--- src/hw/rtl/trq_pkg.sv ---
package trq_pkg;

    // Width of one stored value and of the configured initial value.
    localparam int VAL_W  = 40;
    // Width of a signed loss or value at risk.
    localparam int LOSS_W = 41;
    // Width of the confidence register.
    localparam int CONF_W = 16;
    // Width of the sample count field.
    localparam int CNT_OUT_W = 11;
    // Width of the configuration register index.
    localparam int CFG_IDX_W = 2;
    // Width of the radix bit index.
    localparam int BIT_W = 6;

    // Configuration register indexes.
    localparam logic [CFG_IDX_W-1:0] CFG_CONFIDENCE = 2'd0;
    localparam logic [CFG_IDX_W-1:0] CFG_INITIAL    = 2'd1;

    // Reset values of the configuration registers.
    localparam logic [CONF_W-1:0] CONF_RESET = 16'd62259;
    localparam logic [VAL_W-1:0]  INIT_RESET = 40'd6553600;

    // Sequencer states.
    typedef enum logic [2:0] {
        S_IDLE,
        S_RANK,
        S_CLAMP,
        S_SCAN,
        S_SUM,
        S_DIVGO,
        S_DIV,
        S_OUT
    } t_state;

endpackage

--- src/hw/rtl/trq_div.sv ---
module trq_div
    import trq_pkg::*;
#(
    parameter int DW = 52,
    parameter int QW = 11
) (
    input  logic          i_clk,
    input  logic          i_rst_n,
    input  logic          i_start,
    input  logic [DW-1:0] i_dividend,
    input  logic [QW-1:0] i_divisor,
    output logic          o_done,
    output logic [DW-1:0] o_quotient
);

    localparam int IW = $clog2(DW + 1);

    logic          r_busy;
    logic [IW-1:0] r_iter;
    logic [QW:0]   r_rem;
    logic [DW-1:0] r_quo;
    logic [QW-1:0] r_div;
    logic          r_done;
    logic [QW:0]   trial;
    logic [QW:0]   diff;
    logic          take;

    // One restoring step: shift in the next dividend bit and try to subtract.
    always_comb begin
        trial = {r_rem[QW-1:0], r_quo[DW-1]};
        take  = (trial >= {1'b0, r_div});
        diff  = trial - {1'b0, r_div};
    end

    // Control of the iteration.
    always_ff @(posedge i_clk) begin
        if (!i_rst_n) begin
            r_busy <= 1'b0;
            r_done <= 1'b0;
            r_iter <= '0;
        end else begin
            r_done <= 1'b0;
            if (i_start) begin
                r_busy <= 1'b1;
                r_iter <= IW'(DW - 1);
            end else if (r_busy) begin
                if (r_iter == '0) begin
                    r_busy <= 1'b0;
                    r_done <= 1'b1;
                end else begin
                    r_iter <= r_iter - 1'b1;
                end
            end
        end
    end

    // Remainder and quotient shift register.
    always_ff @(posedge i_clk) begin
        if (i_start) begin
            r_rem <= '0;
            r_quo <= i_dividend;
            r_div <= i_divisor;
        end else if (r_busy) begin
            r_rem <= take ? diff : trial;
            r_quo <= {r_quo[DW-2:0], take};
        end
    end

    assign o_done     = r_done;
    assign o_quotient = r_quo;

endmodule

--- config.mk ---
export PLATFORM = sky130hd
export DESIGN_NAME = trq_div
export DESIGN_NICKNAME = d
export VERILOG_FILES = /design/src/hw/rtl/trq_pkg.sv /design/src/hw/rtl/trq_div.sv
export SDC_FILE = /design/constraint.sdc
export NUM_CORES = 1
export LEC_CHECK = 0
export ABC_AREA = 1
export ABC_CLOCK_PERIOD_IN_PS = 5300
export BUFFER_PORTS_ARGS = -buffer_cell sky130_fd_sc_hd__buf_2
export CORE_UTILIZATION = 45
export CTS_CLUSTER_SIZE = 12
export DETAILED_ROUTE_END_ITERATION = 12
export GPL_TIMING_DRIVEN = 0
export PLACE_DENSITY = 0.67
export SLEW_MARGIN = 25
export SYNTH_ARGS = -nofsm -noshare
export SYNTH_HDL_FRONTEND = slang
export SYNTH_SLANG_ARGS = --single-unit
export TNS_END_PERCENT = 5
--- constraint.sdc ---
create_clock -name i_clk -period 5.3 [get_ports i_clk]
set_input_delay 1.06 -clock i_clk [delete_from_list [all_inputs] [get_ports i_clk]]
set_output_delay 1.06 -clock i_clk [all_outputs]
set_load 0.01 [all_outputs]
[Word level (Yosys, flattened, before mapping)]
Cells that the tools add are included.
Storage, ports and cells
  bits in registers: 82
  input bits: 66
  output and inout port bits: 53
  logic and storage cells: 30
Operators by class
  add/subtract/negate cells: 2
  order comparisons: 1
  equality and inequality tests: 1
  multiplexer cells: 10
  bitwise operators: 3
  reductions and logical operators: 6
Operator list (number)
  $mux W52: 2
  $mux W6: 3
  $ge A12 B11 Y1: 1
  $mux W11: 1
  $sub A11 B11 Y11: 1
  $logic_not A6 Y1: 1
  $sub A6 B1 Y6 const B: 1
  $mux W1: 4
  $reduce_and A2 Y1: 2
  $not A1 Y1: 3
  $reduce_or A3 Y1: 1
  $ne A2 B2 Y1 const B: 1
  $reduce_bool A2 Y1: 1
  $reduce_or A2 Y1: 1

[Longest topological paths before layout]
Gate-level depths: netlist of run 1.
  word-level depth: 4
  mapped depth: 12
  gate-level depth less buffers: 12

[Worst setup path after synthesis of run 1]
Ideal clock, no wire load.
  path type: input to register
  from: input port i_start
  to: register r_quo[0] (netlist: o_quotient[0]), enable pin
  library setup time: 0.406 ns
  data arrival time: 2.646 ns
  data required time: 4.894 ns
  path slack: 2.248 ns
  cell stages on the path: 4
  path buffers: 2
  cells stage by stage: clkbuf_1 -> nor2_1 -> clkbuf_1 -> inv_1
On the way
  longest elaborated chain between the ends: 1
Ends and longest elaborated chain
  start: declaration: RTL line trq_div.sv:9  | input logic i_start,
  $reduce_bool A2 Y1 (no source line)
  end signal: assignment: RTL line trq_div.sv:61  | r_quo <= i_dividend;
  end signal: assignment: RTL line trq_div.sv:65  | r_quo <= {r_quo[DW-2:0], take};
  end: declaration: RTL line trq_div.sv:21  | logic [DW-1:0] r_quo;
No other way between the ends.
A chain may end at the register's enable or synchronous reset.

[Worst setup path after layout of run 1]
  from: input port i_start
  to: register r_quo[9] (netlist: o_quotient[9]), enable pin
The elaborated chain is that of the path after synthesis.

==> flow_summary.yaml, run 1 <==
yosys:
  synth_compound_gate_area_share_pct: 1.70
  syn_avg_cell_area_um2: 8.42
  synth_seq_cells: 82
  synth_fp_nets: 577
  yosys.area_share.simple_pct: 32.1
  synth_area_leaders: "edfxtp_1 (45%), nand2_1 (21%), dfxtp_1 (9.1%)"
  synth_top_area_cell: "edfxtp_1"
  ys.flop_type: "edfxtp_1"
  synth_fa_ha_area_share_pct: 4.06
  synth_top_family_by_area: "simple AND/OR/NAND/NOR gates"
  yosysWarnings: 0
  syn-instance-count: 498
  synth_cell_type_count: 32
  synth_xor_area_share_pct: 0.626
  synth_mux_area_share_pct: 0
  ys_seq_area_share_pct: 54.2
  synth_edf_count: 63
  syn_area_mm2: 0.00420
  synthArstFlopShare_pct: 0
  synth_top_area_share_pct: 45.1
timing:
  post-route-period-util_pct: 54.5
  worst_slew_pin_slew_ns: 0.655
  max_freq_mhz: 346
  drv_slew: 0
  fin_crit_ns: 2.89
  setup_viol: 0
  hold_viol: 0
  relSlewSlack_pct: 56.3
  skew_ns: 0.0133
  rsz0062_at_grt: "false"
  fin_tns_setup_ns: 0
global_route:
  grt_max_degree: 53
  grt_pass1_vias: 3576
  gr-usage-all-layers_pct: 20.8
  antenna_found_initial: 0
  grt_remaining_overflow: 0
  grt_pass1_wl_um: 16000
worst_setup_path:
  reg2reg_to: "r_rem[6]"
  path_class: "in -> reg"
  critPathLaunchType: "primary input"
  crit_fanout: 52
  critical_path.startpoint: "i_start"
  endpoint_kind: "flop"
  ff2ff_path_depth: 12
  rrSetupSlack_ns: 3.19
  r2r-start: "o_quotient[51]"
  worst_ep_arrival_time_ns: 2.87
  cp_data_required_time_ns: 5.28
placed_design:
  io_buffers: 118
  place_hpwl_um: 6870
  place_congestion: 0.830
  place_area_mm2: 0.00492
finish:
  layout_common_cells: "nand2_1 (235), buf_2 (119), edfxtp_1 (63)"
  multi_input_area_mm2: 0.00161
  stdcell_area_mm2: 0.00512
  num_antenna_cells: 0
  n_fill_cell: 832
  final_nets: 706
  area_growth_pct: 22.0
  final_common_cell: "nand2_1"
  drive_gt1_share_pct: 25.5
  seq_area_mm2: 0.00227
clock_tree:
  clk_pin_slew_ns: 0.09
  htree_levels: 3
  hold_buffers: 0
  cts-root-buf: "clkbuf_8"
  clkSinkCount: 82
  cts_setup_buffers: 0
  clockBufferDepth: 2
  cts_tree: "built"
  post_cts_resized: 0
  numCtsBuffers: 9
  insertion_delay_ns: 0.35
worst_hold_path:
  hold_start: "r_rem[10]"
  hold_path.class: "reg -> reg"
  whs_endpoint: "r_rem[10]"
  hold_path_depth: 2
detailed_routing:
  drtIter0Drc: 207
  drt-total-wl_um: 9430
  drc: 0
  vias_per_cell: 4.92
  via_count: 3640
  drt_pass1_iterations: 5
  ant_nets: 0
  wl_per_cell_um: 12.7
floorplanning:
  dieWidth_um: 98.6
  initial_core_util_pct: 47.2
  die_h_um: 98.6
  rows: 34
  die_area_mm2: 0.00971
  boundaryPins: 119
  core_region_area_mm2: 0.00889
power_and_ir_drop:
  p_clk_share_pct: 30.6
  intPower_mw: 1.06
  vdd_drop_max_mv: 0.172
  power-per-cell-area_mw_per_mm2: 286
  switchingPower_mw: 0.400
  finalPower_mw: 1.46
  p_leak_nw: 2.61
  comb_power_share_pct: 15.6
  swShare_pct: 27.3
  seqPwrFrac_pct: 53.8
status:
  status: "complete, no violations"
flow_run:
  drv_cap: 0
[cell type report]
| cell class | count | share of cell area (%) |
|---|---|---|
| clock inverters | 7 | 1.37 |
| repair buffers | 118 | 11.5 |
| clock buffers | 9 | 2.42 |
| inverters | 56 | 4.16 |
| flip-flops and latches | 82 | 44.4 |
| plain buffers | 18 | 1.96 |
| well taps | 108 | 2.64 |
| multi-input cells | 342 | 31.5 |
[flip-flops by register name, summed over array words and instances, names as in the netlist]
| name | flops |
|---|---|
| o_quotient | 52 |
| o_done | 1 |
| r_rem | 11 |
| r_busy | 1 |
| r_iter | 6 |
| r_div | 11 |
[Yosys cell counts, types with 5 or more instances]
library cell  number
nand2_1          235
edfxtp_1          63
inv_1             54
nand3_1           28
dfxtp_1           19
nand4_1           15
ha_1              12
nor2_1            12
nand2_2            9
a21oi_1            8
clkbuf_1           8
buf_1              5
nand3_2            5
[critical path, cell delays in order]
cell,delay [ns]
buf_2,0.28
clkbuf_1,0.43
nor2_1,0.17
clkbuf_1,0.31
inv_4,0.56
[how the worst max path moves through the flow]
stage	endpoint	slack, ns	cells after the start
3_3_place_gp	o_quotient[7]	1.06	5
4_1_cts	o_quotient[51]	2.37	5
5_1_grt	o_quotient[9]	2.17	5
6_report	o_quotient[9]	2.41	5
2_1_floorplan	o_quotient[0]	2.25	4
3_5_place_dp	o_quotient[13]	2.00	5
[cells by family after synthesis]
group	Yosys count
flops	82
buf+inv	74
xor+xnor	3
compound gates	13
simple gates	313
fa+ha+maj	13
[layer usage]
metal  track usage (%)  share of wire, %  up-vias  wire length [um]
met5                 0                 0        -                 0
met3              5.39               6.3       16               593
li1                  -                 -     1848                 -
met1              25.6                44     1671              4170
met2              34.7                48      105              4520
met4              8.84               1.5        0               145
[through the flow]
step | hold WS, ns | util, % | worst slack (ns) | cells
floorplan | 0.438 | - | 2.25 | 498
global placement | 0.458 | 55.3 | 1.06 | 724
detailed placement | 0.458 | 55.4 | 2.00 | 724
CTS | 0.471 | 57.6 | 2.37 | 740
global route | 0.491 | 57.6 | 2.17 | 740
finish | 0.469 | 57.6 | 2.41 | 740
[power groups by stage]
stage | Combinational, mW | Clock, mW | Sequential [mW]
floorplan | 0.113 | 0 | 0.819
global placement | 0.225 | 0 | 0.800
detailed placement | 0.232 | 0 | 0.800
CTS | 0.232 | 0.463 | 0.787
global route | 0.259 | 0.486 | 0.794
finish | 0.229 | 0.448 | 0.787
(Power assumes the default switching activity.)
==> run 2: changes to the inputs <==
--- a/config.mk
+++ b/config.mk
@@ -6,13 +6,13 @@
 export NUM_CORES = 1
 export LEC_CHECK = 0
 export ABC_AREA = 1
-export ABC_CLOCK_PERIOD_IN_PS = 5300
+export ABC_CLOCK_PERIOD_IN_PS = 2400
 export BUFFER_PORTS_ARGS = -buffer_cell sky130_fd_sc_hd__buf_2
 export CORE_UTILIZATION = 45
 export CTS_CLUSTER_SIZE = 12
 export DETAILED_ROUTE_END_ITERATION = 12
 export GPL_TIMING_DRIVEN = 0
-export PLACE_DENSITY = 0.67
+export PLACE_DENSITY = 0.69
 export SLEW_MARGIN = 25
 export SYNTH_ARGS = -nofsm -noshare
 export SYNTH_HDL_FRONTEND = slang
==> constraint.sdc (replaced) <==
create_clock -name i_clk -period 2.4 [get_ports i_clk]
set_input_delay 0.48 -clock i_clk [delete_from_list [all_inputs] [get_ports i_clk]]
set_output_delay 0.48 -clock i_clk [all_outputs]
set_load 0.01 [all_outputs]
==> run 2 against run 1 <==
Critical path depth did not move. Sequential share of layout area fell by 0.22 points. Design area rose by 0.49%. Global-route usage fell by 0.17 points. Largest cell class unchanged. Highest routed layer is now met5.
==> flow_summary.yaml, run 2 (synthesis gave the netlist of run 1 again) <==
timing:
  post-route-period-util_pct: 93.6
  fin_crit_ns: 2.25
  hold_viol: 0
  rsz0062_at_grt: "false"
  skew_ns: 0.0128
  relSlewSlack_pct: 65.2
  drv_slew: 0
  setup_viol: 0
  worst_slew_pin_slew_ns: 0.522
  max_freq_mhz: 445
  fin_tns_setup_ns: 0
worst_setup_path:
  rrSetupSlack_ns: 0.28
  path_class: "in -> reg"
  critPathLaunchType: "primary input"
  r2r-start: "o_quotient[51]"
  crit_end: "o_quotient[34]"
  cp_data_required_time_ns: 2.41
  critical_path.startpoint: "i_start"
  endpoint_kind: "flop"
  crit_fanout: 13
  worst_ep_arrival_time_ns: 2.26
  ff2ff_path_depth: 12
  reg2reg_to: "r_rem[9]"
floorplanning:
  rows: 34
  die_area_mm2: 0.00971
  die_h_um: 98.6
  initial_core_util_pct: 47.2
  dieWidth_um: 98.6
  boundaryPins: 119
  core_region_area_mm2: 0.00889
power_and_ir_drop:
  p_clk_share_pct: 29.9
  seqPwrFrac_pct: 54.1
  comb_power_share_pct: 16.0
  intPower_mw: 2.29
  vdd_drop_max_mv: 0.303
  switchingPower_mw: 0.924
  p_leak_nw: 2.61
  swShare_pct: 28.8
  power-per-cell-area_mw_per_mm2: 624
global_route:
  antenna_found_initial: 1
  grt_pass1_wl_um: 15600
  grt_remaining_overflow: 0
  grt_pass1_vias: 3425
  grt_max_degree: 16
  gr-usage-all-layers_pct: 20.6
detailed_routing:
  via_count: 3625
  vias_per_cell: 4.87
  ant_nets: 0
  drtIter0Drc: 154
  wl_met3_um: 659
  met2_length_um: 4580
  dr.max_layer_used: "met5"
  drc: 0
  drt_pass1_iterations: 4
  drt-total-wl_um: 9570
  wl_met1_um: 4160
  wl_per_cell_um: 12.9
placed_design:
  place_congestion: 0.910
  place_area_mm2: 0.00492
  io_buffers: 118
  place_hpwl_um: 6710
finish:
  final_nets: 710
  n_fill_cell: 821
  stdcell_area_mm2: 0.00514
  multi_input_area_mm2: 0.00161
  seq_area_mm2: 0.00227
  num_antenna_cells: 0
  layout_common_cells: "nand2_1 (235), buf_2 (119), edfxtp_1 (63)"
  drive_gt1_share_pct: 26.3
  largest_reg_flops: 52
  area_growth_pct: 22.6
  final_common_cell: "nand2_1"
status:
  status: "complete, no violations"
clock_tree:
  clkSinkCount: 82
  clockBufferDepth: 2
  htree_levels: 3
  insertion_delay_ns: 0.35
  clk_pin_slew_ns: 0.09
  numCtsBuffers: 9
  cts-root-buf: "clkbuf_8"
  cts_tree: "built"
flow_run:
  drv_cap: 0
worst_hold_path:
  hold_path_depth: 1
  hold_path.class: "in -> reg"
-- run 2: critical path, cell delays in order --
cell	delay [ns]
buf_2	0.21
clkbuf_1	0.29
nor2_1	0.29
clkbuf_2	0.50
clkinvlp_4	0.47
-- run 2: layout make-up --
cell class	count	area share, %
plain buffers	18	1.97
clock buffers	10	2.68
clock inverters	6	0.949
inverters	56	4.16
multi-input cells	342	31.4
flip-flops and latches	82	44.2
well taps	108	2.63
repair buffers	119	11.6
repair inverters	3	0.438
-- run 2: power by group through the flow --
| stage | Sequential (mW) | Clock (mW) | Combinational, mW |
|---|---|---|---|
| after global routing | 1.75 | 1.03 | 0.581 |
| after floorplan | 1.81 | 0 | 0.250 |
| after detailed placement | 1.77 | 0 | 0.509 |
| after CTS | 1.74 | 0.983 | 0.518 |
| final | 1.74 | 0.961 | 0.514 |
| after global placement | 1.77 | 0 | 0.498 |
-- run 2: worst min path at each step --
| stage | startpoint | endpoint | slack, ns |
|---|---|---|---|
| finish | i_divisor[6] | r_div[6] | 0.30 |
| floorplan | r_rem[10] | r_rem[10] | 0.44 |
| global route | i_divisor[6] | r_div[6] | 0.28 |
| detailed placement | r_rem[1] | r_rem[1] | 0.46 |
| global placement | r_rem[10] | r_rem[10] | 0.46 |
| CTS | i_divisor[6] | r_div[6] | 0.28 |
-- run 2: layer usage --
layer	up-vias	track usage, %
li1	1855	-
met1	1638	25.8
met2	117	34.2
met3	13	4.96
met4	2	8.50
met5	-	0
-- run 2: per-stage QoR --
stage          total power, mW  std cells  util (%)  hold WS [ns]  worst slack [ns]
2_1_floorplan             2.06        498         -         0.438            0.0316
3_3_place_gp              2.26        724      55.4         0.457             -1.12
3_5_place_dp              2.28        724      55.4         0.463             -1.20
4_1_cts                   3.24        743      57.8         0.283             0.103
5_1_grt                   3.36        744      57.8         0.281          0.000612
6_report                  3.21        744      57.8         0.296             0.154
-- run 2: repair_timing --
action                     in CTS  in global routing
setup endpoints to repair      52                 10
gates cloned                    3                  0
hold buffers                    0                  0
buffers inserted                0                  1
gates resized for setup         4                  0
==> run 3: changes to the inputs <==
--- a/config.mk
+++ b/config.mk
@@ -8,11 +8,13 @@
 export ABC_AREA = 1
 export ABC_CLOCK_PERIOD_IN_PS = 2400
 export BUFFER_PORTS_ARGS = -buffer_cell sky130_fd_sc_hd__buf_2
-export CORE_UTILIZATION = 45
+export CELL_PAD_IN_SITES_DETAIL_PLACEMENT = 1
+export CELL_PAD_IN_SITES_GLOBAL_PLACEMENT = 1
+export CORE_UTILIZATION = 34
 export CTS_CLUSTER_SIZE = 12
 export DETAILED_ROUTE_END_ITERATION = 12
 export GPL_TIMING_DRIVEN = 0
-export PLACE_DENSITY = 0.69
+export PLACE_DENSITY = 0.71
 export SLEW_MARGIN = 25
 export SYNTH_ARGS = -nofsm -noshare
 export SYNTH_HDL_FRONTEND = slang
==> run 3 against run 2 <==
Clock skew fell by 0.0056 ns. Setup slack improved by 0.034 ns. Clock power rose by 36%. First-iteration DRC count fell by 23%. Register-to-register slack got worse by 0.09 ns. Critical path depth rose by 7. Combinational power rose by 4%. Design area rose by 2.9%. Global-route usage fell by 1.7 points. Highest routed layer is now met4.
==> flow_summary.yaml, run 3 (synthesis gave the netlist of run 1 again) <==
global_route:
  grtUsageMet2_pct: 32.0
  gr-usage-all-layers_pct: 18.9
  grt_max_degree: 30
  met3_usage_pct: 6.00
  met1_usage_pct: 22.1
  grt_remaining_overflow: 0
  grt_pass1_wl_um: 18700
  antenna_found_initial: 0
  grt-busiest-layer: "met2"
  grt_pass1_vias: 3918
worst_setup_path:
  cp_slowest_cell: "fa_1"
  critPathLaunchType: "flop"
  cp_data_required_time_ns: 2.63
  worst_ep_arrival_time_ns: 2.44
  cp_common_cell: "nand3_1"
  critical_path.top_delay_family: "simple AND/OR/NAND/NOR gates"
  path_cells: "inv_1 -> ha_1 -> fa_1 -> inv_1 -> nand3_1 -> nand3_1 -> nand2_2 -> nand4_4 -> buf_12 -> nand3_2 -> nand3_1 -> nand2_1"
  endpoint_kind: "flop"
  cp_num_buf_inv: 3
  crit_fanout: 10
  max_stage_delay_ns: 0.42
  path_class: "reg -> reg"
clock_tree:
  numCtsBuffers: 9
  htree_levels: 3
  clockBufferDepth: 2
  cts_tree: "built"
  cts-root-buf: "clkbuf_16"
  insertion_delay_ns: 0.34
  clk_pin_slew_ns: 0.07
  clkSinkCount: 82
timing:
  hold_viol: 0
  rsz0062_at_grt: "false"
  fin_ws_ns: 0.189
  skew_ns: 0.00716
  drv_slew: 0
  worst_slew_pin_slew_ns: 0.524
  worst_hold_slack_ns: 0.307
  relSlewSlack_pct: 65.1
  setup_viol: 0
  max_freq_mhz: 452
  post-route-period-util_pct: 92.1
  fin_crit_ns: 2.21
power_and_ir_drop:
  vdd_drop_max_mv: 0.375
  power-per-cell-area_mw_per_mm2: 677
  seqPwrFrac_pct: 48.6
  comb_power_share_pct: 14.9
  switchingPower_mw: 0.967
  p_leak_nw: 2.67
  p_clk_share_pct: 36.5
  finalPower_mw: 3.58
  swShare_pct: 27.0
  intPower_mw: 2.61
detailed_routing:
  wl_per_cell_um: 14.5
  drtIter0Drc: 118
  drt-total-wl_um: 11300
  vias_per_cell: 4.75
  drc: 0
  ant_nets: 0
  drt_pass1_iterations: 4
  via_count: 3720
placed_design:
  post-place-ws_ns: -0.929
  placedCellCount: 764
  place_congestion: 0.792
  place_hpwl_um: 8290
  io_buffers: 118
flow_run:
  drv_cap: 0
status:
  status: "complete, no violations"
finish:
  layout_common_cells: "nand2_1 (235), buf_2 (119), edfxtp_1 (63)"
  final_common_cell: "nand2_1"
  drive_gt1_share_pct: 25.9
  multi_input_area_mm2: 0.00161
  fin_cells: 783
  num_antenna_cells: 0
  area_growth_pct: 26.1
  final_nets: 710
  n_fill_cell: 1500
  final_util_pct: 44.0
  largest_reg_flops: 52
  seq_area_mm2: 0.00227
floorplanning:
  dieWidth_um: 113
  die_h_um: 113
  rows: 40
  boundaryPins: 119
  core_region_area_mm2: 0.0120
  initial_core_util_pct: 34.9
  die_area_mm2: 0.0128
worst_hold_path:
  hold_path.class: "in -> reg"
==> run 3: changes by cell type in the layout (fill, tap and decap cells not counted), moves of 2 or more <==
cell / before / now
clkbuf_1: 7 / 9
clkinv_2: 0 / 2
clkinvlp_4: 7 / 3
clkbuf_8: 10 / 1
clkbuf_16: 0 / 9
==> run 3: per-layer routing <==
metal / routed length [um] / up-vias
met3: 756 / 17
li1: - / 1862
met2: 5470 / 101
met4: 219 / 0
met5: 0 / -
met1: 4880 / 1740
==> run 3: layout make-up <==
class | instances | area share (%)
Tap cell | 147 | 3.48
Inverter | 56 | 4.04
Multi-Input combinational cell | 342 | 30.5
Timing Repair Buffer | 121 | 11.8
Clock inverter | 4 | 0.497
Clock buffer | 12 | 4.66
Buffer | 18 | 1.92
Timing Repair inverter | 1 | 0.142
Sequential cell | 82 | 43.0
==> run 3: path summary, 6_finish.rpt <==
| kind | from | endpoint | slack [ns] | depth (start not counted) |
|---|---|---|---|---|
| worst max-delay path | o_quotient[51] | r_rem[7] | 0.19 | 12 |
| worst max register to register | o_quotient[51] | r_rem[7] | 0.19 | 12 |
| worst min-delay path | i_divisor[7] | r_div[7] | 0.31 | 1 |
| worst min register to register | r_rem[10] | r_rem[10] | 0.47 | 2 |
==> run 3: power groups by stage <==
stage / registers [mW] / clock network (mW) / logic (mW)
2_1_floorplan: 1.81 / 0 / 0.250
3_3_place_gp: 1.77 / 0 / 0.510
3_5_place_dp: 1.77 / 0 / 0.535
4_1_cts: 1.74 / 1.35 / 0.544
5_1_grt: 1.75 / 1.40 / 0.600
6_report: 1.74 / 1.31 / 0.533
==> run 3: repair_timing <==
item                                    4_1_cts  5_1_grt
gates resized for setup                       2        0
endpoints found under the setup margin       52        0
endpoints found under the hold margin         0        0
buffers inserted                              2        0
hold buffers                                  0        0
==> run 3: per-stage QoR <==
stage               setup TNS (ns)  area (um2)
floorplan                        0        4200
global placement            -65.13        4970
detailed placement          -43.23        4990
CTS                              0        5290
global route                     0        5290
finish                           0        5290
